[src/rtl/core/atrm_pkg.sv]
`timescale 1ns / 1ps
// Shared types and constants for the AT reply matcher.
// Depends on nothing; the matcher and its bench import it.
package atrm_pkg;

  // Default string capacities.
  localparam int unsigned PromptMaxDef = 8;
  localparam int unsigned TermMaxDef   = 16;

  // Response buffer capacity limit and the carriage return character.
  localparam logic [5:0] CapMax  = 6'd32;
  localparam logic [7:0] CharCr  = 8'h0D;

  // Configuration port geometry: 64-bit registers at byte address 8*i.
  localparam int unsigned AddrW = 6;
  localparam int unsigned DataW = 64;

  // Register indexes, taken from paddr[5:3].
  localparam logic [2:0] RegPromptChars = 3'd0;
  localparam logic [2:0] RegPromptLen   = 3'd1;
  localparam logic [2:0] RegTermLow     = 3'd2;
  localparam logic [2:0] RegTermHigh    = 3'd3;
  localparam logic [2:0] RegTermLen     = 3'd4;
  localparam logic [2:0] RegRespCap     = 3'd5;

  // Register reset values; the default terminator is "OK\r\n".
  localparam logic [63:0] TermLowRst = 64'h0000_0000_0A0D_4B4F;
  localparam logic [4:0]  TermLenRst = 5'd4;

  // Matching phase of the current wait.
  typedef enum logic [1:0] {
    PH_PROMPT     = 2'd0,
    PH_GATHER     = 2'd1,
    PH_TERM_AFTER = 2'd2,
    PH_TERM_ONLY  = 2'd3
  } phase_e;

  // Request kinds.
  localparam logic ReqByte    = 1'b0;
  localparam logic ReqRestart = 1'b1;

endpackage

[src/rtl/core/atrm_if.sv]
`timescale 1ns / 1ps
// Valid/ready channel interfaces for the AT reply matcher.
// Request channel carries one received byte or a restart; result channel one result item.
interface atrm_req_if;
  logic       valid;
  logic       ready;
  logic       req_type;
  logic [7:0] rx_byte;

  modport source (output valid, output req_type, output rx_byte, input ready);
  modport sink   (input valid, input req_type, input rx_byte, output ready);
endinterface

interface atrm_res_if;
  logic       valid;
  logic       ready;
  logic [7:0] resp_char;
  logic       resp_char_valid;
  logic       prompt_complete;
  logic       done_res;

  modport source (output valid, output resp_char, output resp_char_valid,
                  output prompt_complete, output done_res, input ready);
  modport sink   (input valid, input resp_char, input resp_char_valid,
                  input prompt_complete, input done_res, output ready);
endinterface

[src/rtl/core/at_response_matcher.sv]
`timescale 1ns / 1ps
// Top level of the AT reply matcher: input register, matching logic, result register.
// Depends on atrm_pkg and the channel interfaces in atrm_if.sv.
//
// Usage: reply bytes from a modem arrive on req_i, one item per byte. A restart
// item (req_type 1) begins a new wait and clears all matching state. Every item
// gives exactly one result item on res_o: the response character gathered after
// the prompt (with resp_char_valid), the prompt_complete flag and done_res, which
// rises once the terminator has been seen. After done, bytes are ignored until a
// restart. Strings, lengths and the response capacity are set over the APB port;
// new lengths and capacity take effect for phase and space at the next restart.
//
// Timing: an item accepted into the input register is matched there by the
// combinational logic and its result is loaded into the result register, from which
// res_o offers it. One item is taken every cycle while res_o is not stalled;
// the rate is set by the single compare and position update per stage.
// When res_o is stalled the result register holds and the input register fills,
// after which req_i.ready drops. Reset empties both registers, sets the default
// terminator "OK\r\n", no prompt and zero capacity.
module at_response_matcher #(
  parameter int unsigned PROMPT_MAX = atrm_pkg::PromptMaxDef,
  parameter int unsigned TERM_MAX   = atrm_pkg::TermMaxDef
) (
  input  logic                        clk_i,
  input  logic                        rst_ni,
  atrm_req_if.sink                    req_i,
  atrm_res_if.source                  res_o,
  input  logic                        psel,
  input  logic                        penable,
  input  logic                        pwrite,
  input  logic [atrm_pkg::AddrW-1:0]  paddr,
  input  logic [atrm_pkg::DataW-1:0]  pwdata,
  output logic [atrm_pkg::DataW-1:0]  prdata,
  output logic                        pready
);
  import atrm_pkg::*;

  // Position widths: positions run 0..MAX, indexes 0..MAX-1.
  localparam int unsigned PPosW = $clog2(PROMPT_MAX + 1);
  localparam int unsigned PIdxW = (PROMPT_MAX > 1) ? $clog2(PROMPT_MAX) : 1;
  localparam int unsigned TPosW = $clog2(TERM_MAX + 1);
  localparam int unsigned TIdxW = $clog2(TERM_MAX);

  // Configuration registers.
  logic [63:0] prompt_chars_q;
  logic [3:0]  prompt_length_q;
  logic [63:0] term_low_q;
  logic [63:0] term_high_q;
  logic [4:0]  term_length_q;
  logic [5:0]  resp_cap_q;
  logic        cfg_wr;
  logic [2:0]  cfg_idx;

  // Input register.
  logic        in_valid_q, in_valid_d;
  logic        in_req_type_q;
  logic [7:0]  in_rx_byte_q;

  // Matching state.
  logic [PPosW-1:0] prompt_pos_q, prompt_pos_d;
  logic [TPosW-1:0] term_pos_q, term_pos_d;
  phase_e           phase_q, phase_d;
  logic [5:0]       space_left_q, space_left_d;
  logic             finished_q, finished_d;

  // Result register.
  logic        out_valid_q, out_valid_d;
  logic [7:0]  out_char_q, out_char_d;
  logic        out_cvalid_q, out_cvalid_d;
  logic        out_pc_q, out_pc_d;
  logic        out_done_q, out_done_d;

  logic        req_fire;
  logic        s2_fire;

  // Effective lengths and character tables.
  logic [3:0]       plen_sat;
  logic [PPosW-1:0] plen;
  logic [4:0]       tlen_nz;
  logic [4:0]       tlen_sat;
  logic [TPosW-1:0] tlen;
  logic [5:0]       cap_sat;
  logic [PROMPT_MAX-1:0][7:0] prompt_bytes;
  logic [TERM_MAX-1:0][7:0]   term_bytes;
  logic [127:0]     term_all;
  logic [PPosW-1:0] pp;
  logic [TPosW-1:0] tp;
  logic [7:0]       c;

  // APB write decode; the port never waits.
  assign pready  = 1'b1;
  assign cfg_wr  = psel && penable && pwrite;
  assign cfg_idx = paddr[5:3];

  always_ff @(posedge clk_i or negedge rst_ni) begin
    if (!rst_ni) begin
      prompt_chars_q  <= '0;
      prompt_length_q <= '0;
      term_low_q      <= TermLowRst;
      term_high_q     <= '0;
      term_length_q   <= TermLenRst;
      resp_cap_q      <= '0;
    end else if (cfg_wr) begin
      case (cfg_idx)
        RegPromptChars: prompt_chars_q  <= pwdata;
        RegPromptLen:   prompt_length_q <= pwdata[3:0];
        RegTermLow:     term_low_q      <= pwdata;
        RegTermHigh:    term_high_q     <= pwdata;
        RegTermLen:     term_length_q   <= pwdata[4:0];
        RegRespCap:     resp_cap_q      <= pwdata[5:0];
        default: ;
      endcase
    end
  end

  // APB read mux.
  always_comb begin
    case (cfg_idx)
      RegPromptChars: prdata = prompt_chars_q;
      RegPromptLen:   prdata = {60'd0, prompt_length_q};
      RegTermLow:     prdata = term_low_q;
      RegTermHigh:    prdata = term_high_q;
      RegTermLen:     prdata = {59'd0, term_length_q};
      RegRespCap:     prdata = {58'd0, resp_cap_q};
      default:        prdata = '0;
    endcase
  end

  // Handshakes: the input register advances whenever the result register frees.
  assign s2_fire     = in_valid_q && (!out_valid_q || res_o.ready);
  assign req_i.ready = !in_valid_q || s2_fire;
  assign req_fire    = req_i.valid && req_i.ready;

  always_comb begin
    in_valid_d = in_valid_q;
    if (req_fire) begin
      in_valid_d = 1'b1;
    end else if (s2_fire) begin
      in_valid_d = 1'b0;
    end
  end

  always_ff @(posedge clk_i or negedge rst_ni) begin
    if (!rst_ni) begin
      in_valid_q <= 1'b0;
    end else begin
      in_valid_q <= in_valid_d;
    end
  end

  always_ff @(posedge clk_i) begin
    if (req_fire) begin
      in_req_type_q <= req_i.req_type;
      in_rx_byte_q  <= req_i.rx_byte;
    end
  end

  // Saturated lengths and capacity.
  assign plen_sat = (prompt_length_q > 4'(PROMPT_MAX)) ? 4'(PROMPT_MAX) : prompt_length_q;
  assign plen     = PPosW'(plen_sat);
  assign tlen_nz  = (term_length_q == 5'd0) ? 5'd1 : term_length_q;
  assign tlen_sat = (tlen_nz > 5'(TERM_MAX)) ? 5'(TERM_MAX) : tlen_nz;
  assign tlen     = TPosW'(tlen_sat);
  assign cap_sat  = (resp_cap_q > CapMax) ? CapMax : resp_cap_q;

  assign prompt_bytes = prompt_chars_q[PROMPT_MAX*8-1:0];
  assign term_all     = {term_high_q, term_low_q};
  assign term_bytes   = term_all[TERM_MAX*8-1:0];
  assign c            = in_rx_byte_q;

  // A stored position at or beyond the current length counts as zero.
  assign pp = (prompt_pos_q >= plen) ? '0 : prompt_pos_q;
  assign tp = (term_pos_q >= tlen) ? '0 : term_pos_q;

  // Per-item matching step.
  always_comb begin
    prompt_pos_d = prompt_pos_q;
    term_pos_d   = term_pos_q;
    phase_d      = phase_q;
    space_left_d = space_left_q;
    finished_d   = finished_q;
    out_char_d   = 8'd0;
    out_cvalid_d = 1'b0;

    if (in_req_type_q == ReqRestart) begin
      prompt_pos_d = '0;
      term_pos_d   = '0;
      finished_d   = 1'b0;
      phase_d      = (plen != '0) ? PH_PROMPT : PH_TERM_ONLY;
      space_left_d = cap_sat;
    end else if (!finished_q) begin
      // Prompt search or response gathering.
      case (phase_q)
        PH_PROMPT: begin
          if (plen == '0) begin
            phase_d = PH_TERM_ONLY;
          end else if (c == prompt_bytes[PIdxW'(pp)]) begin
            prompt_pos_d = pp + PPosW'(1);
            if ((pp + PPosW'(1)) >= plen) begin
              phase_d = PH_GATHER;
            end
          end else begin
            prompt_pos_d = (c == prompt_bytes[0]) ? PPosW'(1) : '0;
          end
        end
        PH_GATHER: begin
          if (c == CharCr || space_left_q < 6'd2) begin
            phase_d = PH_TERM_AFTER;
          end else begin
            out_char_d   = c;
            out_cvalid_d = 1'b1;
            space_left_d = space_left_q - 6'd1;
          end
        end
        default: ;
      endcase

      // Terminator search runs on every byte.
      if (c == term_bytes[TIdxW'(tp)]) begin
        term_pos_d = tp + TPosW'(1);
        if ((tp + TPosW'(1)) >= tlen) begin
          finished_d = 1'b1;
        end
      end else begin
        term_pos_d = (c == term_bytes[0]) ? TPosW'(1) : '0;
      end
    end
  end

  // Result flags; a restart result is all zeros.
  always_comb begin
    if (in_req_type_q == ReqRestart) begin
      out_pc_d   = 1'b0;
      out_done_d = 1'b0;
    end else begin
      out_pc_d   = (phase_d == PH_GATHER) || (phase_d == PH_TERM_AFTER);
      out_done_d = finished_d;
    end
  end

  always_ff @(posedge clk_i or negedge rst_ni) begin
    if (!rst_ni) begin
      prompt_pos_q <= '0;
      term_pos_q   <= '0;
      phase_q      <= PH_TERM_ONLY;
      space_left_q <= '0;
      finished_q   <= 1'b0;
    end else if (s2_fire) begin
      prompt_pos_q <= prompt_pos_d;
      term_pos_q   <= term_pos_d;
      phase_q      <= phase_d;
      space_left_q <= space_left_d;
      finished_q   <= finished_d;
    end
  end

  // Result register.
  always_comb begin
    out_valid_d = out_valid_q;
    if (s2_fire) begin
      out_valid_d = 1'b1;
    end else if (res_o.ready) begin
      out_valid_d = 1'b0;
    end
  end

  always_ff @(posedge clk_i or negedge rst_ni) begin
    if (!rst_ni) begin
      out_valid_q <= 1'b0;
    end else begin
      out_valid_q <= out_valid_d;
    end
  end

  always_ff @(posedge clk_i) begin
    if (s2_fire) begin
      out_char_q   <= out_char_d;
      out_cvalid_q <= out_cvalid_d;
      out_pc_q     <= out_pc_d;
      out_done_q   <= out_done_d;
    end
  end

  assign res_o.valid           = out_valid_q;
  assign res_o.resp_char       = out_char_q;
  assign res_o.resp_char_valid = out_cvalid_q;
  assign res_o.prompt_complete = out_pc_q;
  assign res_o.done_res        = out_done_q;

`ifndef SYNTHESIS
  // A gathered character is only passed once the prompt has been seen.
  a_char_after_prompt: assert property (@(posedge clk_i) disable iff (!rst_ni)
    (out_valid_q && out_cvalid_q) |-> out_pc_q)
    else $error("response character without a completed prompt");

  // Once done, a byte item reports done and passes no character.
  a_ignore_after_done: assert property (@(posedge clk_i) disable iff (!rst_ni)
    (s2_fire && finished_q && (in_req_type_q == ReqByte))
      |=> (out_valid_q && out_done_q && !out_cvalid_q))
    else $error("byte after done was not ignored");

  // The remaining space never exceeds the capacity limit.
  a_space_bound: assert property (@(posedge clk_i) disable iff (!rst_ni)
    s2_fire |=> (space_left_q <= CapMax))
    else $error("space left above capacity limit");
`endif

endmodule

[src/flat_wrapper.sv]
// flat-port wrapper written by rule: the top's interface ports become plain ports
module at_response_matcher_flat import atrm_pkg::*;
#(
  parameter int unsigned PROMPT_MAX = atrm_pkg::PromptMaxDef,
  parameter int unsigned TERM_MAX   = atrm_pkg::TermMaxDef
)
  (clk_i, rst_ni, psel, penable, pwrite, paddr, pwdata, prdata, pready, req_i_valid, req_i_req_type, req_i_rx_byte, req_i_ready, res_o_valid, res_o_resp_char, res_o_resp_char_valid, res_o_prompt_complete, res_o_done_res, res_o_ready);
  atrm_req_if req_i_i ();
  atrm_res_if res_o_i ();
  input  logic clk_i;
  input  logic rst_ni;
  input  logic psel;
  input  logic penable;
  input  logic pwrite;
  input  logic [atrm_pkg::AddrW-1:0] paddr;
  input  logic [atrm_pkg::DataW-1:0] pwdata;
  output logic [atrm_pkg::DataW-1:0] prdata;
  output logic pready;
  input wire logic [$bits(req_i_i.valid)-1:0] req_i_valid;
  input wire logic [$bits(req_i_i.req_type)-1:0] req_i_req_type;
  input wire logic [$bits(req_i_i.rx_byte)-1:0] req_i_rx_byte;
  output wire logic [$bits(req_i_i.ready)-1:0] req_i_ready;
  output wire logic [$bits(res_o_i.valid)-1:0] res_o_valid;
  output wire logic [$bits(res_o_i.resp_char)-1:0] res_o_resp_char;
  output wire logic [$bits(res_o_i.resp_char_valid)-1:0] res_o_resp_char_valid;
  output wire logic [$bits(res_o_i.prompt_complete)-1:0] res_o_prompt_complete;
  output wire logic [$bits(res_o_i.done_res)-1:0] res_o_done_res;
  input wire logic [$bits(res_o_i.ready)-1:0] res_o_ready;
  assign req_i_i.valid = req_i_valid;
  assign req_i_i.req_type = req_i_req_type;
  assign req_i_i.rx_byte = req_i_rx_byte;
  assign req_i_ready = req_i_i.ready;
  assign res_o_valid = res_o_i.valid;
  assign res_o_resp_char = res_o_i.resp_char;
  assign res_o_resp_char_valid = res_o_i.resp_char_valid;
  assign res_o_prompt_complete = res_o_i.prompt_complete;
  assign res_o_done_res = res_o_i.done_res;
  assign res_o_i.ready = res_o_ready;
  at_response_matcher #(.PROMPT_MAX(PROMPT_MAX), .TERM_MAX(TERM_MAX)) u_core (.clk_i(clk_i), .rst_ni(rst_ni), .req_i(req_i_i), .res_o(res_o_i), .psel(psel), .penable(penable), .pwrite(pwrite), .paddr(paddr), .pwdata(pwdata), .prdata(prdata), .pready(pready));
endmodule
[config.mk]
export PLATFORM = sky130hd
export DESIGN_NAME = at_response_matcher_flat
export DESIGN_NICKNAME = d
export VERILOG_FILES = /design/src/rtl/core/atrm_pkg.sv /design/src/rtl/core/atrm_if.sv /design/src/rtl/core/at_response_matcher.sv /design/src/flat_wrapper.sv
export SDC_FILE = /design/constraint.sdc
export NUM_CORES = 1
export LEC_CHECK = 0
export ABC_CLOCK_PERIOD_IN_PS = 4900
export BUFFER_PORTS_ARGS = -buffer_cell sky130_fd_sc_hd__buf_4
export CORE_ASPECT_RATIO = 0.5
export CORE_MARGIN = 3
export CORE_UTILIZATION = 40
export DETAILED_ROUTE_END_ITERATION = 6
export PLACE_DENSITY_LB_ADDON = 0.3
export SLEW_MARGIN = 30
export SYNTH_ARGS = -nofsm -noshare
export SYNTH_HDL_FRONTEND = slang
export SYNTH_SLANG_ARGS = --single-unit
export TNS_END_PERCENT = 30
[constraint.sdc]
create_clock -name clk_i -period 4.9 [get_ports clk_i]
set_input_delay 1.225 -clock clk_i [delete_from_list [all_inputs] [get_ports clk_i]]
set_output_delay 1.225 -clock clk_i [all_outputs]
set_load 0.005 [all_outputs]
==> flow_metrics.tcl, run 1 <==
set metrics [dict create \
    synth-main-ff-cell "dfrtp_1" \
    cp_cell_sequence "nor3_1 -> nor2_1 -> nor2_1 -> ha_1 -> nor2b_1 -> o21a_1 -> a21boi_2 -> buf_4 -> mux2i_1 -> mux2i_1 -> xor2_1 -> nor3_1 -> o211ai_1 -> nor4_4 -> a22o_1" \
    io-pin-count 164 \
    vdd_drop_max_mv 0.196 \
    netSwitchingFraction_pct 31.1 \
    hold_ws_ps 499 \
    synth-async-reset-ratio_pct 91.9 \
    postCtsSetupBuffers 0 \
    fmax_ghz 0.219 \
    grt_pass1_vias 11200 \
    drtAntennaViolNets 0 \
    hold_path.class "register to register" \
    final_area_sq_mm 0.0167 \
    p_int_mw 4.32 \
    fp.coreArea_sq_mm 0.0339 \
    synth_edf_count 20 \
    clock_sinks 247 \
    p_clk_share_pct 30.0 \
    final_max_slew_viol_count 0 \
    cts_buffers 25 \
    ys_seq_area_share_pct 44.7 \
    slew_headroom_pct 39.6 \
    die_area_sq_mm 0.0377 \
    grt_max_degree 111 \
    fin_crit_ps 4570 \
    diodes 0 \
    dpl_worst_slack_ps 511 \
    fin_ws_ps 330 \
    rows 47 \
    synth_fp_nets 1350 \
    crit_buf_inv 1 \
    synth_warnings 0 \
    setup-violations-final 0 \
    crit_family "simple AND/OR/NAND/NOR gates" \
    htree_levels 1 \
    power_mw 6.27 \
    start_util_pct 41.6 \
    p_leak_nw 7.25 \
    highest_layer "met5" \
    dpl_cell_area_sq_mm 0.0159 \
    dr_wl_met3_mm 3.26 \
    die_w_microns 272 \
    crit_path_end_kind "register" \
    p_seq_share_pct 46.1 \
    cp_max_fo 11 \
    antenna_found_initial 2 \
    critical-path-max-stage-delay_ps 670 \
    slowest_stage "a21boi_2" \
    synth_seq_cells 247 \
    die_h_microns 139 \
    wl_met1_mm 20.2 \
    synth_cell_types 78 \
    status "finished, final reports clean" \
    drtIter0Drc 936 \
    grt_usage_pct 23.9 \
    wirelength_mm 46.3 \
    synth_area_sq_mm 0.0141 \
    cts_resized 0 \
    drc 0 \
    combPwrFrac_pct 23.9 \
    cap_violations 0 \
    areaGrowthSynthToFinish_pct 18.2 \
    nNetsFinal 1483 \
    critPathRequiredTime_ps 5310 \
    tns_ps 0 \
    rsz0062_at_grt "false" \
    post_drt_wl_per_cell_microns 24.9 \
    firstDrtPassIters 5 \
    grt_pass1_wl_mm 69.6 \
    met2_length_mm 21.8 \
    routed_via_density 5.96 \
    fill_cells 3071 \
    path_clk_slew_ps 60 \
    finalCritPeriodShare_pct 93.3 \
    place.gp.congestion 0.991 \
    power_density_mw_per_mm2 376 \
    worstMarginPinSlew_ps 900 \
    grt_overflow_total 0 \
    cp.arrival_ps 4980 \
    critPathLaunchType "register" \
    hold_viol_final 0 \
    port_buffers 159 \
    fin_worst_skew_ps 10.7 \
    clk_latency_ps 550 \
    syn_area_per_cell_sq_um 11.3 \
    dp_hpwl_mm 32.5 \
    cts_tree "yes" \
    vias 11100 \
    cts_max_path_buffers 3 \
    ctsRootBufferMaster "clkbuf_16" \
    drive_above_1_share_pct 40.1 \
    postSynthCellCount 1243 \
    p_sw_mw 1.95 \
    hold_buffers 0 \
    path_class "register to register" \
]
[state kept, by name, summed over array words and instances, names as in the netlist]
signal                        cells
u_core.c                          8
u_core.finished_q                 1
u_core.prompt_bytes              64
u_core.term_length_q              5
u_core.in_valid_q                 1
u_core.res_o.prompt_complete      1
u_core.res_o.resp_char_valid      1
u_core.phase_q                    2
u_core.space_left_q               6
u_core.res_o.resp_char            8
u_core.resp_cap_q                 6
u_core.res_o.done_res             1
u_core.term_high_q               64
u_core.res_o.valid                1
u_core.in_req_type_q              1
u_core.term_low_q                64
u_core.prompt_pos_q               4
u_core.prompt_length_q            4
u_core.term_pos_q                 5
[layout make-up]
cell class                 instances  area [sq um]  share of cell area, %
clock buffer                      40           752                   4.51
clock inverter                     6          36.3                  0.218
tap                              465           582                   3.49
timing repair buffer             194          1550                   9.31
multi-input combinational        888          7370                   44.2
sequential                       247          6300                   37.8
inverter                          20          75.1                  0.450
[logic make-up (layout without fill, tap and decap cells)]
group                    Yosys count  count (layout)  share of synthesized area (%)
adder cells (fa/ha/maj)           21              21                           1.86
XOR/XNOR                          40              40                           2.48
flip-flops                       247             247                           44.7
buffers and inverters            108             260                           3.33
AO/OA/AOI/OAI                    253             253                           13.3
AND/OR/NAND/NOR                  255             255                           8.65
other                              1               1                         0.0266
multiplexers                     318             318                           25.7
[placed cells by master, fill, tap and decap left out, types with 11 or more instances in the layout]
cell type	netlist	routed
xor2_1	15	15
a22oi_1	62	62
inv_1	18	18
o22ai_1	13	13
nand2b_1	11	11
o21ai_0	27	27
xnor2_1	25	25
and2_1	13	13
nor2_1	89	87
a211oi_1	11	11
buf_4	3	186
dfstp_2	17	17
clkbuf_16	0	25
a21oi_1	37	37
mux2i_1	34	34
a221oi_1	18	18
ha_1	21	21
nand3_1	22	22
nand2_1	57	56
edfxtp_1	20	20
dfrtp_1	210	210
mux2_2	276	276
nor3_1	22	21
[worst register-to-register path: stages (launching register included)]
cell and delay (ps):
dfrtp_1 410, nor3_1 190, nor2_1 60, nor2_1 260
ha_1 180, nor2b_1 50, o21a_1 280, a21boi_2 670
buf_4 300, mux2i_1 200, mux2i_1 110, xor2_1 180
nor3_1 430, o211ai_1 230, nor4_4 650, a22o_1 240
[cells in the mapped netlist (4+ instances only)]
master,count,area [sq um]
nand2b_1,11,68.8
nand3_1,22,110
a31oi_1,5,31.3
buf_2,5,25.0
nor3_1,22,110
a21o_1,5,37.5
mux2_2,276,3110
nor2b_1,8,50.1
a32o_1,5,50.1
buf_1,7,26.3
dfrtp_1,210,5260
a32oi_1,8,70.1
o21ai_0,27,135
nor4_1,5,31.3
dfstp_2,17,447
nand2_1,57,214
and2_1,13,81.3
a21oi_1,37,185
a22oi_1,62,465
xor2_1,15,131
o21ai_1,4,20.0
nand4_1,6,37.5
o211ai_1,9,67.6
clkbuf_1,67,251
a221oi_1,18,158
inv_1,18,67.6
mux4_2,7,158
o221ai_1,4,35.0
a22o_1,6,52.6
o21a_1,4,30.0
mux2i_1,34,340
o22ai_1,13,81.3
edfxtp_1,20,601
and3_1,5,31.3
ha_1,21,263
xnor2_1,25,219
o31ai_1,4,30.0
a211oi_1,11,82.6
nor2_1,89,334
[routing by layer]
metal	track usage (%)	up-vias
met1	33.0	5686
met2	38.3	399
met5	0	-
met3	5.31	76
met4	5.55	4
li1	-	4916
[path summary, 6_finish.rpt]
path | depth (start not counted) | slack (ps) | start | to
max in group asynchronous | 2 | 3120 | rst_ni | u_core.term_low_q[6]
min in group asynchronous | 1 | 740 | rst_ni | u_core.term_low_q[54]
setup / recovery | 15 | 330 | u_core.term_length_q[3] | u_core.res_o.done_res
hold reg to reg | 1 | 500 | u_core.in_valid_q | u_core.res_o.valid
setup reg to reg | 15 | 330 | u_core.term_length_q[3] | u_core.res_o.done_res
hold / removal | 1 | 500 | u_core.in_valid_q | u_core.res_o.valid
[metrics by stage]
stage | instances | util (%)
final | 1860 | 49.2
after global routing | 1860 | 49.2
after CTS | 1860 | 49.2
after detailed placement | 1814 | 46.9
after global placement | 1814 | 46.9
after floorplan | 1243 | -
[power groups by stage]
stage                     Combinational [mW]  Sequential (mW)  Clock (mW)
final                                   1.50             2.89        1.88
after global routing                    1.63             2.93        1.99
after floorplan                         1.04             2.72           0
after detailed placement                1.49             2.91           0
after CTS                               1.50             2.88        1.91
after global placement                  1.44             2.88           0
Note: power is estimated with default switching activity, not from simulation.
==> run 2, diff against run 1 <==
--- a/config.mk
+++ b/config.mk
@@ -11,7 +11,7 @@
 export CORE_MARGIN = 3
 export CORE_UTILIZATION = 40
 export DETAILED_ROUTE_END_ITERATION = 6
-export PLACE_DENSITY_LB_ADDON = 0.3
+export PLACE_DENSITY = 0.6
 export SLEW_MARGIN = 30
 export SYNTH_ARGS = -nofsm -noshare
 export SYNTH_HDL_FRONTEND = slang
==> flow_metrics.tcl, run 2 (same netlist as run 1, synthesis figures left out) <==
set metrics [dict create \
    drtIter0Drc 836 \
    r2r-end "u_core.res_o.prompt_complete" \
    dpl_cell_area_sq_mm 0.0159 \
    fin_crit_ps 4580 \
    crit_buf_inv 2 \
    combPwrFrac_pct 23.4 \
    slowest_stage "a2111oi_4" \
    port_buffers 159 \
    die_area_sq_mm 0.0377 \
    diodes 0 \
    final_common_cell "mux2_2" \
    ctsRootBufferMaster "clkbuf_16" \
    die_w_microns 272 \
    power_mw 6.42 \
    critPathRequiredTime_ps 5200 \
    cts_max_path_buffers 3 \
    rows 47 \
    cp_max_fo 8 \
    antenna_found_initial 0 \
    htree_levels 1 \
    worstMarginPinSlew_ps 865 \
    vias 11100 \
    fin_worst_skew_ps 17.3 \
    fin_ws_ps 319 \
    path_class "register to register" \
    clock_sinks 247 \
    grt_pass1_wl_mm 71.2 \
    final_area_sq_mm 0.0167 \
    worstHoldStart "u_core.in_valid_q" \
    crit_path_end_kind "register" \
    clk_latency_ps 560 \
    final_max_slew_viol_count 0 \
    fmax_ghz 0.218 \
    critical-path-max-stage-delay_ps 520 \
    rrSetupSlack_ps 320 \
    hold_buffers 0 \
    grt_max_degree 107 \
    r2r_start "u_core.prompt_pos_q[0]" \
    postCtsSetupBuffers 0 \
    grt_pass1_vias 11300 \
    cts_buffers 26 \
    grt_usage_pct 24.4 \
    slew_headroom_pct 42.3 \
    firstDrtPassIters 5 \
    io-pin-count 164 \
    critPathLaunchType "register" \
    rsz0062_at_grt "false" \
    hold_path.class "register to register" \
    hold_viol_final 0 \
    path_clk_slew_ps 70 \
    power_density_mw_per_mm2 384 \
    p_clk_share_pct 31.6 \
    final_cell_mix "276 x mux2_2, 210 x dfrtp_1, 186 x buf_4" \
    dpl_worst_slack_ps 549 \
    ff_latch_area_sq_mm 0.00630 \
    routed_via_density 5.97 \
    drc 0 \
    min_to "u_core.res_o.valid" \
    drtAntennaViolNets 0 \
    fp.coreArea_sq_mm 0.0339 \
    status "finished, final reports clean" \
    p_sw_mw 1.99 \
    wirelength_mm 47.3 \
    drive_above_1_share_pct 40.2 \
    die_h_microns 139 \
    place.gp.congestion 0.934 \
    nNetsFinal 1483 \
    p_seq_share_pct 45.0 \
    multi_input_area_sq_mm 0.00737 \
    dp_hpwl_mm 33.1 \
    cp_cell_sequence "inv_1 -> ha_1 -> nand2b_4 -> a211oi_4 -> o21ai_1 -> buf_4 -> a221oi_1 -> a211oi_1 -> or3_4 -> a2111oi_4 -> a31oi_1 -> nand2b_1 -> mux2_4" \
    finalCritPeriodShare_pct 93.5 \
    p_int_mw 4.43 \
    hold_path_depth 1 \
    crit_family "compound AO/OA/AOI/OAI gates" \
    grt_overflow_total 0 \
    p_leak_nw 7.28 \
    cts_resized 0 \
    cts_tree "yes" \
    reg2reg_depth 13 \
    vdd_drop_max_mv 0.228 \
    cp.arrival_ps 4880 \
    start_util_pct 41.6 \
    areaGrowthSynthToFinish_pct 18.5 \
    cap_violations 0 \
    fill_cells 3104 \
    netSwitchingFraction_pct 31.0 \
    post_drt_wl_per_cell_microns 25.4 \
    tns_ps 0 \
    setup-violations-final 0 \
]
[run 2: through the flow]
stage,util [%],std cells,hold WS (ps)
global placement,46.8,1813,474
global route,49.3,1861,545
finish,49.3,1861,529
detailed placement,46.8,1813,514
CTS,49.3,1861,530
floorplan,-,1243,457
[run 2: cell type report]
type                            instances  share of cell area, %
Sequential cell                       247                   37.7
Timing Repair Buffer                  193                   9.16
Clock buffer                           38                   4.46
Clock inverter                         10                  0.666
Multi-Input combinational cell        888                   44.1
Inverter                               20                  0.449
Tap cell                              465                   3.48
[run 2: per-layer routing]
layer  GRT usage, %  wire length (microns)
met3           4.63                   3330
met1           34.4                  21100
met5              0                      0
met2           38.9                  21700
met4           6.14                   1130
[run 2: worst reg2reg max path: stages, from the launching register on]
cell,delay [ps]
dfrtp_1,390
inv_1,310
ha_1,300
nand2b_4,170
a211oi_4,450
o21ai_1,340
buf_4,270
a221oi_1,350
a211oi_1,150
or3_4,390
a2111oi_4,520
a31oi_1,190
nand2b_1,200
mux2_4,300
[run 2: how the worst max path moves through the flow]
stage | depth (start not counted) | slack [ps] | from | end
4_1_cts | 13 | 520 | u_core.prompt_pos_q[0] | u_core.res_o.prompt_complete
3_3_place_gp | 13 | 550 | u_core.prompt_pos_q[0] | u_core.res_o.prompt_complete
3_5_place_dp | 13 | 550 | u_core.prompt_pos_q[0] | u_core.res_o.prompt_complete
5_1_grt | 13 | 220 | u_core.prompt_pos_q[0] | u_core.res_o.prompt_complete
2_1_floorplan | 6 | 980 | paddr[3] | prdata[11]
6_report | 13 | 320 | u_core.prompt_pos_q[0] | u_core.res_o.prompt_complete
[run 2: power by group through the flow]
stage	combinational, mW	clock (mW)	sequential, mW
finish	1.50	2.03	2.89
global route	1.63	2.15	2.93
CTS	1.50	2.06	2.88
detailed placement	1.49	0	2.91
global placement	1.45	0	2.88
floorplan	1.04	0	2.72
